### config.mk
export PLATFORM = sky130hd
export DESIGN_NAME = jerk_limited_stop_profile
export DESIGN_NICKNAME = d
export VERILOG_FILES = /design/src/rtl/jlsp_pkg.sv /design/src/rtl/jerk_limited_stop_profile.sv /design/src/rtl/jlsp_mul.sv
export VERILOG_INCLUDE_DIRS = /design/src /design/src/rtl
export SDC_FILE = /design/constraint.sdc
export NUM_CORES = 2
export LEC_CHECK = 0
export ABC_AREA = 1
export BUFFER_PORTS_ARGS = -buffer_cell sky130_fd_sc_hd__buf_2
export CAP_MARGIN = 10
export CORE_ASPECT_RATIO = 1.2
export CORE_MARGIN = 2
export CORE_UTILIZATION = 35
export DETAILED_ROUTE_END_ITERATION = 7
export SYNTH_ARGS = -nofsm -noshare
export SYNTH_HDL_FRONTEND = slang
export SYNTH_HIERARCHICAL = 1
export SYNTH_SLANG_ARGS = --single-unit
### constraint.sdc
create_clock -name i_clk -period 20.8 [get_ports i_clk]
set_clock_uncertainty 0.05 [all_clocks]
set_input_delay 4.16 -clock i_clk [delete_from_list [all_inputs] [get_ports i_clk]]
set_output_delay 4.16 -clock i_clk [all_outputs]
set_load 0.01 [all_outputs]
### src/rtl/jerk_limited_stop_profile_assert.svh
// Assertion macros shared by the stop profile RTL.
`ifndef JERK_LIMITED_STOP_PROFILE_ASSERT_SVH
`define JERK_LIMITED_STOP_PROFILE_ASSERT_SVH

// Same-cycle implication, checked on every rising clock edge outside reset.
`define JLSP_CHECK(label, clk, rst_n, ante, cons, msg) \
    label: assert property (@(posedge clk) disable iff (!rst_n) (ante) |-> (cons)) \
        else $error(msg);

// Next-cycle implication, checked on every rising clock edge outside reset.
`define JLSP_CHECK_NEXT(label, clk, rst_n, ante, cons, msg) \
    label: assert property (@(posedge clk) disable iff (!rst_n) (ante) |=> (cons)) \
        else $error(msg);

`endif

### src/rtl/jlsp_pkg.sv
// Types, codes and constants of the jerk-limited stop profile generator.
`default_nettype none

package jlsp_pkg;

    // Default widths of the speed and point count registers.
    localparam int SPEED_BITS_DEF = 32;
    localparam int COUNT_BITS_DEF = 16;

    // Command codes of an input word.
    localparam logic CMD_START   = 1'b0;
    localparam logic CMD_ADVANCE = 1'b1;

    // Status codes of a result word.
    localparam logic [1:0] STAT_POINT = 2'd0;
    localparam logic [1:0] STAT_REST  = 2'd1;
    localparam logic [1:0] STAT_FAIL  = 2'd2;

    // Configuration register indexes.
    localparam logic [1:0] CFG_DECEL = 2'd0;
    localparam logic [1:0] CFG_JERK  = 2'd1;
    localparam logic [1:0] CFG_STEP  = 2'd2;
    localparam logic [1:0] CFG_CAP   = 2'd3;

    localparam int CFG_DATA_W = 31;

    typedef struct packed {
        logic              command;
        logic signed [31:0] initial_speed;
    } t_in_word;

    typedef struct packed {
        logic [1:0]         status;
        logic [39:0]        point_time;
        logic [30:0]        point_speed;
        logic signed [31:0] point_accel;
        logic signed [31:0] point_jerk;
        logic [47:0]        point_distance;
        logic [15:0]        point_index;
    } t_out_word;

    // Sequencer states.
    typedef enum logic [2:0] {
        S_IDLE,
        S_DA,
        S_VJ,
        S_AA,
        S_ACC,
        S_DV,
        S_SD
    } t_state;

    // Operand pairs of the shared multiplier.
    typedef enum logic [2:0] {
        MUL_NONE,
        MUL_JT,
        MUL_VJ,
        MUL_AA,
        MUL_AT,
        MUL_ST
    } t_mul_sel;

    // Operands offered to the shared multiplier.
    typedef struct packed {
        logic [30:0] jerk;
        logic [15:0] step;
        logic [31:0] speed;
        logic [31:0] mag;
        logic [31:0] vsum;
    } t_mul_ops;

endpackage

`default_nettype wire

### src/rtl/jerk_limited_stop_profile.sv
// An advance word that emits a point steps through S_DA, S_VJ and S_AA (ramp-down branch
// only), S_ACC, which loads the output register, then S_DV and S_SD; rest and failure words
// are loaded on acceptance. One shared multiplier serves up to five dependent products, so
// no new word is accepted until the sequence is back in idle; other words leave it idle.
// Reset is synchronous and active low: control and profile registers take their reset
// values, the profile goes idle and the output register empties.
`default_nettype none

module jerk_limited_stop_profile #(
    parameter int SPEED_BITS = jlsp_pkg::SPEED_BITS_DEF,
    parameter int COUNT_BITS = jlsp_pkg::COUNT_BITS_DEF
) (
    input  wire                              i_clk,
    input  wire                              i_rst_n,
    input  wire                              i_in_valid,
    output logic                             o_in_ready,
    input  wire jlsp_pkg::t_in_word          i_in_word,
    output logic                             o_out_valid,
    input  wire                              i_out_ready,
    output jlsp_pkg::t_out_word              o_out_word,
    input  wire                              i_cfg_we,
    input  wire [1:0]                        i_cfg_idx,
    input  wire [jlsp_pkg::CFG_DATA_W-1:0]   i_cfg_data
);

    // Internal speed width: the start speed is at most 31 bits of magnitude.
    localparam int          SPD_W     = (SPEED_BITS > 32) ? 31 : SPEED_BITS - 1;
    localparam logic [31:0] SPEED_MAX = 32'((33'd1 << SPD_W) - 33'd1);
    localparam logic [31:0] COUNT_MAX = 32'((33'd1 << COUNT_BITS) - 33'd1);

    jlsp_pkg::t_state r_state, n_state;

    logic [30:0]            r_decel;
    logic [30:0]            r_jerk;
    logic [15:0]            r_step;
    logic [15:0]            r_cap;

    logic [39:0]            r_time;
    logic [SPD_W-1:0]       r_speed;
    logic signed [31:0]     r_accel;
    logic [47:0]            r_dist;
    logic [COUNT_BITS-1:0]  r_count;
    logic                   r_running;

    logic [30:0]            r_da;
    logic [61:0]            r_prod;
    logic                   r_down;
    logic [SPD_W-1:0]       r_nv;

    logic                   r_out_valid;
    jlsp_pkg::t_out_word    r_out;

    logic                   in_acc;
    logic                   is_adv;
    logic [31:0]            cap_eff;
    logic                   bad_cfg;
    logic                   cap_full;
    logic                   stop_now;
    logic                   out_load;
    logic [30:0]            start_spd;

    jlsp_pkg::t_mul_sel     mul_sel;
    jlsp_pkg::t_mul_ops     mul_ops;
    logic [63:0]            prod;

    logic signed [32:0]     a_ext;
    logic signed [32:0]     lim_neg;
    logic signed [32:0]     a_step;
    logic                   ramp_up;
    logic signed [31:0]     acc_new;
    logic signed [31:0]     jerk_new;

    logic [30:0]            dv;
    logic [30:0]            sp31;
    logic [30:0]            nv31;
    logic [30:0]            sd;
    logic [48:0]            dist_sum;

    // Handshake and stop conditions checked when a word is taken.
    assign in_acc    = i_in_valid && o_in_ready;
    assign is_adv    = (i_in_word.command == jlsp_pkg::CMD_ADVANCE);
    assign cap_eff   = (32'(r_cap) < COUNT_MAX) ? 32'(r_cap) : COUNT_MAX;
    assign bad_cfg   = (r_decel == '0) || (r_jerk == '0) || (r_step == '0);
    assign cap_full  = (32'(r_count) >= cap_eff);
    assign stop_now  = bad_cfg || cap_full || (r_speed == '0);
    assign start_spd = i_in_word.initial_speed[31] ? 31'd0 : i_in_word.initial_speed[30:0];

    assign out_load = (in_acc && is_adv && r_running && stop_now)
                    || (r_state == jlsp_pkg::S_ACC);

    // Shared multiplier operands.
    assign mul_ops.jerk  = r_jerk;
    assign mul_ops.step  = r_step;
    assign mul_ops.speed = 32'(r_speed);
    assign mul_ops.mag   = -r_accel;
    assign mul_ops.vsum  = 32'(r_speed) + 32'(r_nv);

    jlsp_mul u_mul (
        .i_sel  (mul_sel),
        .i_ops  (mul_ops),
        .o_prod (prod)
    );

    // Acceleration update: ramp toward the limit, or back toward zero once allowed.
    assign a_ext   = {r_accel[31], r_accel};
    assign lim_neg = -$signed({2'b00, r_decel});
    assign ramp_up = (a_ext > lim_neg);

    always_comb begin
        a_step   = a_ext;
        acc_new  = r_accel;
        jerk_new = '0;
        if (ramp_up) begin
            a_step = a_ext - $signed({2'b00, r_da});
            if (a_step < lim_neg) begin
                acc_new = lim_neg[31:0];
            end else begin
                acc_new  = a_step[31:0];
                jerk_new = -$signed({1'b0, r_jerk});
            end
        end else if (r_down) begin
            a_step = a_ext + $signed({2'b00, r_da});
            if (a_step > 33'sd0) begin
                acc_new = '0;
            end else begin
                acc_new  = a_step[31:0];
                jerk_new = $signed({1'b0, r_jerk});
            end
        end
    end

    // Speed and distance integration terms.
    assign dv       = prod[46:16];
    assign sp31     = 31'(r_speed);
    assign nv31     = (sp31 > dv) ? (sp31 - dv) : 31'd0;
    assign sd       = prod[47:17];
    assign dist_sum = {1'b0, r_dist} + 49'(sd);

    // Next state of the sequencer.
    always_comb begin
        n_state = r_state;
        unique case (r_state)
            jlsp_pkg::S_IDLE: begin
                if (in_acc && is_adv && r_running && !stop_now) begin
                    n_state = jlsp_pkg::S_DA;
                end
            end
            jlsp_pkg::S_DA:  n_state = ramp_up ? jlsp_pkg::S_ACC : jlsp_pkg::S_VJ;
            jlsp_pkg::S_VJ:  n_state = jlsp_pkg::S_AA;
            jlsp_pkg::S_AA:  n_state = jlsp_pkg::S_ACC;
            jlsp_pkg::S_ACC: n_state = jlsp_pkg::S_DV;
            jlsp_pkg::S_DV:  n_state = jlsp_pkg::S_SD;
            jlsp_pkg::S_SD:  n_state = jlsp_pkg::S_IDLE;
            default:         n_state = jlsp_pkg::S_IDLE;
        endcase
    end

    // Sequencer outputs: input ready and multiplier operand choice.
    always_comb begin
        o_in_ready = 1'b0;
        mul_sel    = jlsp_pkg::MUL_NONE;
        unique case (r_state)
            jlsp_pkg::S_IDLE: o_in_ready = !r_out_valid || i_out_ready;
            jlsp_pkg::S_DA:   mul_sel = jlsp_pkg::MUL_JT;
            jlsp_pkg::S_VJ:   mul_sel = jlsp_pkg::MUL_VJ;
            jlsp_pkg::S_AA:   mul_sel = jlsp_pkg::MUL_AA;
            jlsp_pkg::S_ACC:  mul_sel = jlsp_pkg::MUL_NONE;
            jlsp_pkg::S_DV:   mul_sel = jlsp_pkg::MUL_AT;
            jlsp_pkg::S_SD:   mul_sel = jlsp_pkg::MUL_ST;
            default:          mul_sel = jlsp_pkg::MUL_NONE;
        endcase
    end

    // Control and profile state registers.
    always_ff @(posedge i_clk) begin
        if (!i_rst_n) begin
            r_state     <= jlsp_pkg::S_IDLE;
            r_decel     <= 31'd327680;
            r_jerk      <= 31'd655360;
            r_step      <= 16'd655;
            r_cap       <= 16'd1024;
            r_time      <= '0;
            r_speed     <= '0;
            r_accel     <= '0;
            r_dist      <= '0;
            r_count     <= '0;
            r_running   <= 1'b0;
            r_out_valid <= 1'b0;
        end else begin
            r_state     <= n_state;
            r_out_valid <= out_load || (r_out_valid && !i_out_ready);

            // Configuration writes.
            if (i_cfg_we) begin
                unique case (i_cfg_idx)
                    jlsp_pkg::CFG_DECEL: r_decel <= i_cfg_data;
                    jlsp_pkg::CFG_JERK:  r_jerk  <= i_cfg_data;
                    jlsp_pkg::CFG_STEP:  r_step  <= i_cfg_data[15:0];
                    jlsp_pkg::CFG_CAP:   r_cap   <= i_cfg_data[15:0];
                    default: ;
                endcase
            end

            // Start word: load speed and clear the profile; advance that ends it.
            if (in_acc) begin
                if (!is_adv) begin
                    r_speed   <= (32'(start_spd) > SPEED_MAX) ? SPD_W'(SPEED_MAX)
                                                             : SPD_W'(start_spd);
                    r_time    <= '0;
                    r_accel   <= '0;
                    r_dist    <= '0;
                    r_count   <= '0;
                    r_running <= 1'b1;
                end else if (r_running && stop_now) begin
                    r_running <= 1'b0;
                end
            end

            if (r_state == jlsp_pkg::S_ACC) begin
                r_accel <= acc_new;
                r_count <= r_count + 1'b1;
            end

            // Integrate time, distance and speed.
            if (r_state == jlsp_pkg::S_SD) begin
                r_time  <= r_time + 40'(r_step);
                r_dist  <= dist_sum[48] ? '1 : dist_sum[47:0];
                r_speed <= r_nv;
            end
        end
    end

    // Working registers of the multiply sequence.
    always_ff @(posedge i_clk) begin
        if (r_state == jlsp_pkg::S_DA) begin
            r_da   <= prod[46:16];
            r_down <= 1'b0;
        end
        if (r_state == jlsp_pkg::S_VJ) begin
            r_prod <= prod[61:0];
        end
        if (r_state == jlsp_pkg::S_AA) begin
            r_down <= (r_prod <= prod[61:0]);
        end
        if (r_state == jlsp_pkg::S_DV) begin
            r_nv <= SPD_W'(nv31);
        end
    end

    // Output word register.
    always_ff @(posedge i_clk) begin
        if (out_load) begin
            r_out.point_time     <= r_time;
            r_out.point_distance <= r_dist;
            r_out.point_index    <= 16'(r_count);
            if (r_state == jlsp_pkg::S_ACC) begin
                r_out.status      <= jlsp_pkg::STAT_POINT;
                r_out.point_speed <= 31'(r_speed);
                r_out.point_accel <= acc_new;
                r_out.point_jerk  <= jerk_new;
            end else if (bad_cfg || cap_full) begin
                r_out.status      <= jlsp_pkg::STAT_FAIL;
                r_out.point_speed <= 31'(r_speed);
                r_out.point_accel <= r_accel;
                r_out.point_jerk  <= '0;
            end else begin
                r_out.status      <= jlsp_pkg::STAT_REST;
                r_out.point_speed <= '0;
                r_out.point_accel <= '0;
                r_out.point_jerk  <= '0;
            end
        end
    end

    assign o_out_valid = r_out_valid;
    assign o_out_word  = r_out;

    // Design checks.
    `include "jerk_limited_stop_profile_assert.svh"

    `JLSP_CHECK(a_busy_not_ready, i_clk, i_rst_n, r_state != jlsp_pkg::S_IDLE, !o_in_ready, "input ready while sequence runs")
    `JLSP_CHECK(a_no_overwrite, i_clk, i_rst_n, r_out_valid && !i_out_ready, !out_load, "output word overwritten before it was taken")
    `JLSP_CHECK(a_accel_nonpos, i_clk, i_rst_n, 1'b1, r_accel[31] || (r_accel == '0), "acceleration became positive")
    `JLSP_CHECK(a_seq_from_accept, i_clk, i_rst_n, r_state == jlsp_pkg::S_DA, $past(in_acc), "multiply sequence started without an accepted word")
    `JLSP_CHECK_NEXT(a_speed_falls, i_clk, i_rst_n, r_state == jlsp_pkg::S_SD, r_speed <= $past(r_speed), "speed rose during integration")

endmodule

`default_nettype wire

### src/rtl/jlsp_mul.sv
// Shared 32x32 unsigned multiplier with its operand selection.
`default_nettype none

module jlsp_mul (
    input  wire jlsp_pkg::t_mul_sel i_sel,
    input  wire jlsp_pkg::t_mul_ops i_ops,
    output logic [63:0]             o_prod
);

    logic [31:0] op_a;
    logic [31:0] op_b;

    // Pick the operand pair for the current sequencer step.
    always_comb begin
        unique case (i_sel)
            jlsp_pkg::MUL_JT: begin
                op_a = 32'(i_ops.jerk);
                op_b = 32'(i_ops.step);
            end
            jlsp_pkg::MUL_VJ: begin
                op_a = i_ops.speed;
                op_b = 32'(i_ops.jerk);
            end
            jlsp_pkg::MUL_AA: begin
                op_a = i_ops.mag;
                op_b = i_ops.mag;
            end
            jlsp_pkg::MUL_AT: begin
                op_a = i_ops.mag;
                op_b = 32'(i_ops.step);
            end
            jlsp_pkg::MUL_ST: begin
                op_a = i_ops.vsum;
                op_b = 32'(i_ops.step);
            end
            default: begin
                op_a = '0;
                op_b = '0;
            end
        endcase
    end

    assign o_prod = 64'(op_a) * 64'(op_b);

endmodule

`default_nettype wire

==> impl_metrics.yaml <==
outcome:
  status: "completed"
final_layout:
  final_util_pct: 38.57
  layoutNonFillerInstCount: 12680
  area_growth_pct: 9.425
  layout.nets: 11380
  multiInputGateArea_mm2: 0.05007
  final_common_cell: "nand2_1"
  layout_common_cells: "nand2_1 (2,105), inv_1 (1,900), nor2_1 (1,118), fa_1 (901), ha_1 (575)"
  final_cell_area_mm2: 0.08090
  seq_area_mm2: 0.01511
  fillers: 21740
  drive_gt1_share_pct: 7.211
timing:
  maxClockFrequency_ghz: 0.06896
  slew_violations: 0
  slew_headroom_pct: 17.68
  rsz0062_at_grt: "false"
  timing.final.ws_setup_ns: 6.298
  tightestPinTransition_ns: 1.233
  fin_crit_sh_pct: 69.72
  period_needed_ns: 14.50
  holdWs_ns: 0.4007
  hold_viol: 0
  setup_violations: 0
  finalSetupTns_ns: 0
power:
  power_mw: 5.888
  p_switching_mw: 2.905
  p_sw_share_pct: 49.34
  power.leakage_nw: 38.93
  power_density_mw_per_mm2: 72.79
  irDropWorstVdd_mv: 0.06713
  comb_power_share_pct: 50.0
  seqPwrFrac_pct: 27.6
  p_clk_share_pct: 22.4
  p_int_mw: 2.983
clock_network:
  clockBufferDepth: 3
  tritoncts: "yes"
  insertion_delay_ns: 0.71
  cts_setup_buffers: 0
  cts_root_buf: "clkbuf_16"
  numCtsBuffers: 70
  cts_max_level: 3
  hold_buffers: 0
  cts_resized: 0
  clock_sinks: 592
  path_clk_slew_ns: 0.07
grt:
  grt_pass1_vias: 67840
  antenna_found_initial: 8
  grt_use_total_pct: 27.56
  grt_max_degree: 88
  grt_pass1_wl_mm: 439.3
  gr-total-overflow: 0
yosys:
  syn_avg_cell_area_um2: 7.636
  synth_warnings: 6
  syn_nets: 11230
  syn_area_mm2: 0.07393
  synth_cells: 9681
setup_path:
  cpPeakStageDelay_ns: 0.89
  r2r_slack_ns: 6.30
  cp-end-kind: "register"
  cp.arrival_ns: 15.09
  path_class: "reg2reg"
  r2r-end: "r_dist[35]"
  cp-start-kind: "register"
  reg2regPathDepth: 45
  worstPathRequired_ns: 21.39
  cp_slowest_cell: "a221oi_1"
  cp_max_fo: 41
  r2r-start: "r_state[2]"
drt:
  wl_mm: 301.3
  drt_iter0_markers: 6247
  viasPerCell: 5.314
  wire_per_inst_um: 23.76
  drt_first_pass_iters: 8
  drc: 0
  ant_nets: 0
  num_vias: 67380
floorplanning:
  rows: 184
  start_util_pct: 35.25
  die_h_um: 507.5
  ioPinCount: 274
  dieArea_mm2: 0.2149
  die_w_um: 423.5
  core_mm2: 0.2097
place:
  postPlaceCellArea_mm2: 0.07841
  dpl.cell_count: 12550
  gp_congestion: 1.001
  dp_worst_setup_slack_ns: 6.467
  hpwl_mm: 242.2
  numPortBuffers: 273
min_path:
  hp-start: "r_time[4]"
  worstHoldPathCells: 0
  min_path_type: "reg2reg"
  min_to: "o_out_word[163]"
job:
  cap_violations: 0
[worst max-delay path, delay by kind of cell, from the launching register on]
family                   cells  cell delay [ns]
AO/OA/AOI/OAI                4             1.72
adder cells (fa/ha/maj)     10             4.88
flip-flops                   1             0.45
buffers and inverters       12             3.25
AND/OR/NAND/NOR             19             4.00
[layout make-up]
type | count | area share, %
Antenna cell | 2 | 0.006187
Timing Repair Buffer | 403 | 2.899
Clock buffer | 95 | 2.487
Sequential cell | 592 | 18.68
Tap cell | 2790 | 4.315
Inverter | 1968 | 9.138
Clock inverter | 35 | 0.5754
Multi-Input combinational cell | 6794 | 61.90
[worst max-delay path by stage]
| stage | startpoint | slack (ns) | depth (start not counted) | endpoint |
|---|---|---|---|---|
| 6_report | r_state[2] | 6.30 | 45 | r_dist[35] |
| 5_1_grt | r_accel[1] | 5.62 | 54 | r_dist[31] |
| 4_1_cts | r_state[2] | 6.51 | 43 | r_dist[35] |
| 3_5_place_dp | r_state[2] | 6.47 | 43 | r_dist[45] |
| 3_3_place_gp | r_accel[1] | 6.46 | 54 | r_dist[31] |
| 2_1_floorplan | r_state[1] | 6.77 | 44 | r_nv[21] |
[layer usage]
layer / vias up / share of wire, % / track usage, %
met5: - / 0.017 / 0
met4: 6 / 8.0 / 18.48
met3: 865 / 8.3 / 5.120
met2: 3216 / 46 / 45.32
met1: 32960 / 37 / 32.82
li1: 30330 / - / -
[sequential cells by signal, indices dropped and copies added (netlist names), 31 cells and up]
name / count
o_out_word: 201
r_prod: 62
r_dist: 48
r_time: 40
r_accel: 32
r_da: 31
r_decel: 31
r_jerk: 31
r_nv: 31
r_speed: 31
[power groups by stage]
stage / Sequential [mW] / Combinational (mW) / Clock (mW)
after CTS: 1.62 / 2.87 / 1.34
after global placement: 1.65 / 2.85 / 0
after floorplan: 1.63 / 1.75 / 0
after detailed placement: 1.65 / 2.86 / 0
final: 1.63 / 2.94 / 1.32
after global routing: 1.63 / 3.14 / 1.38
Power figures use the tool's default switching activity.
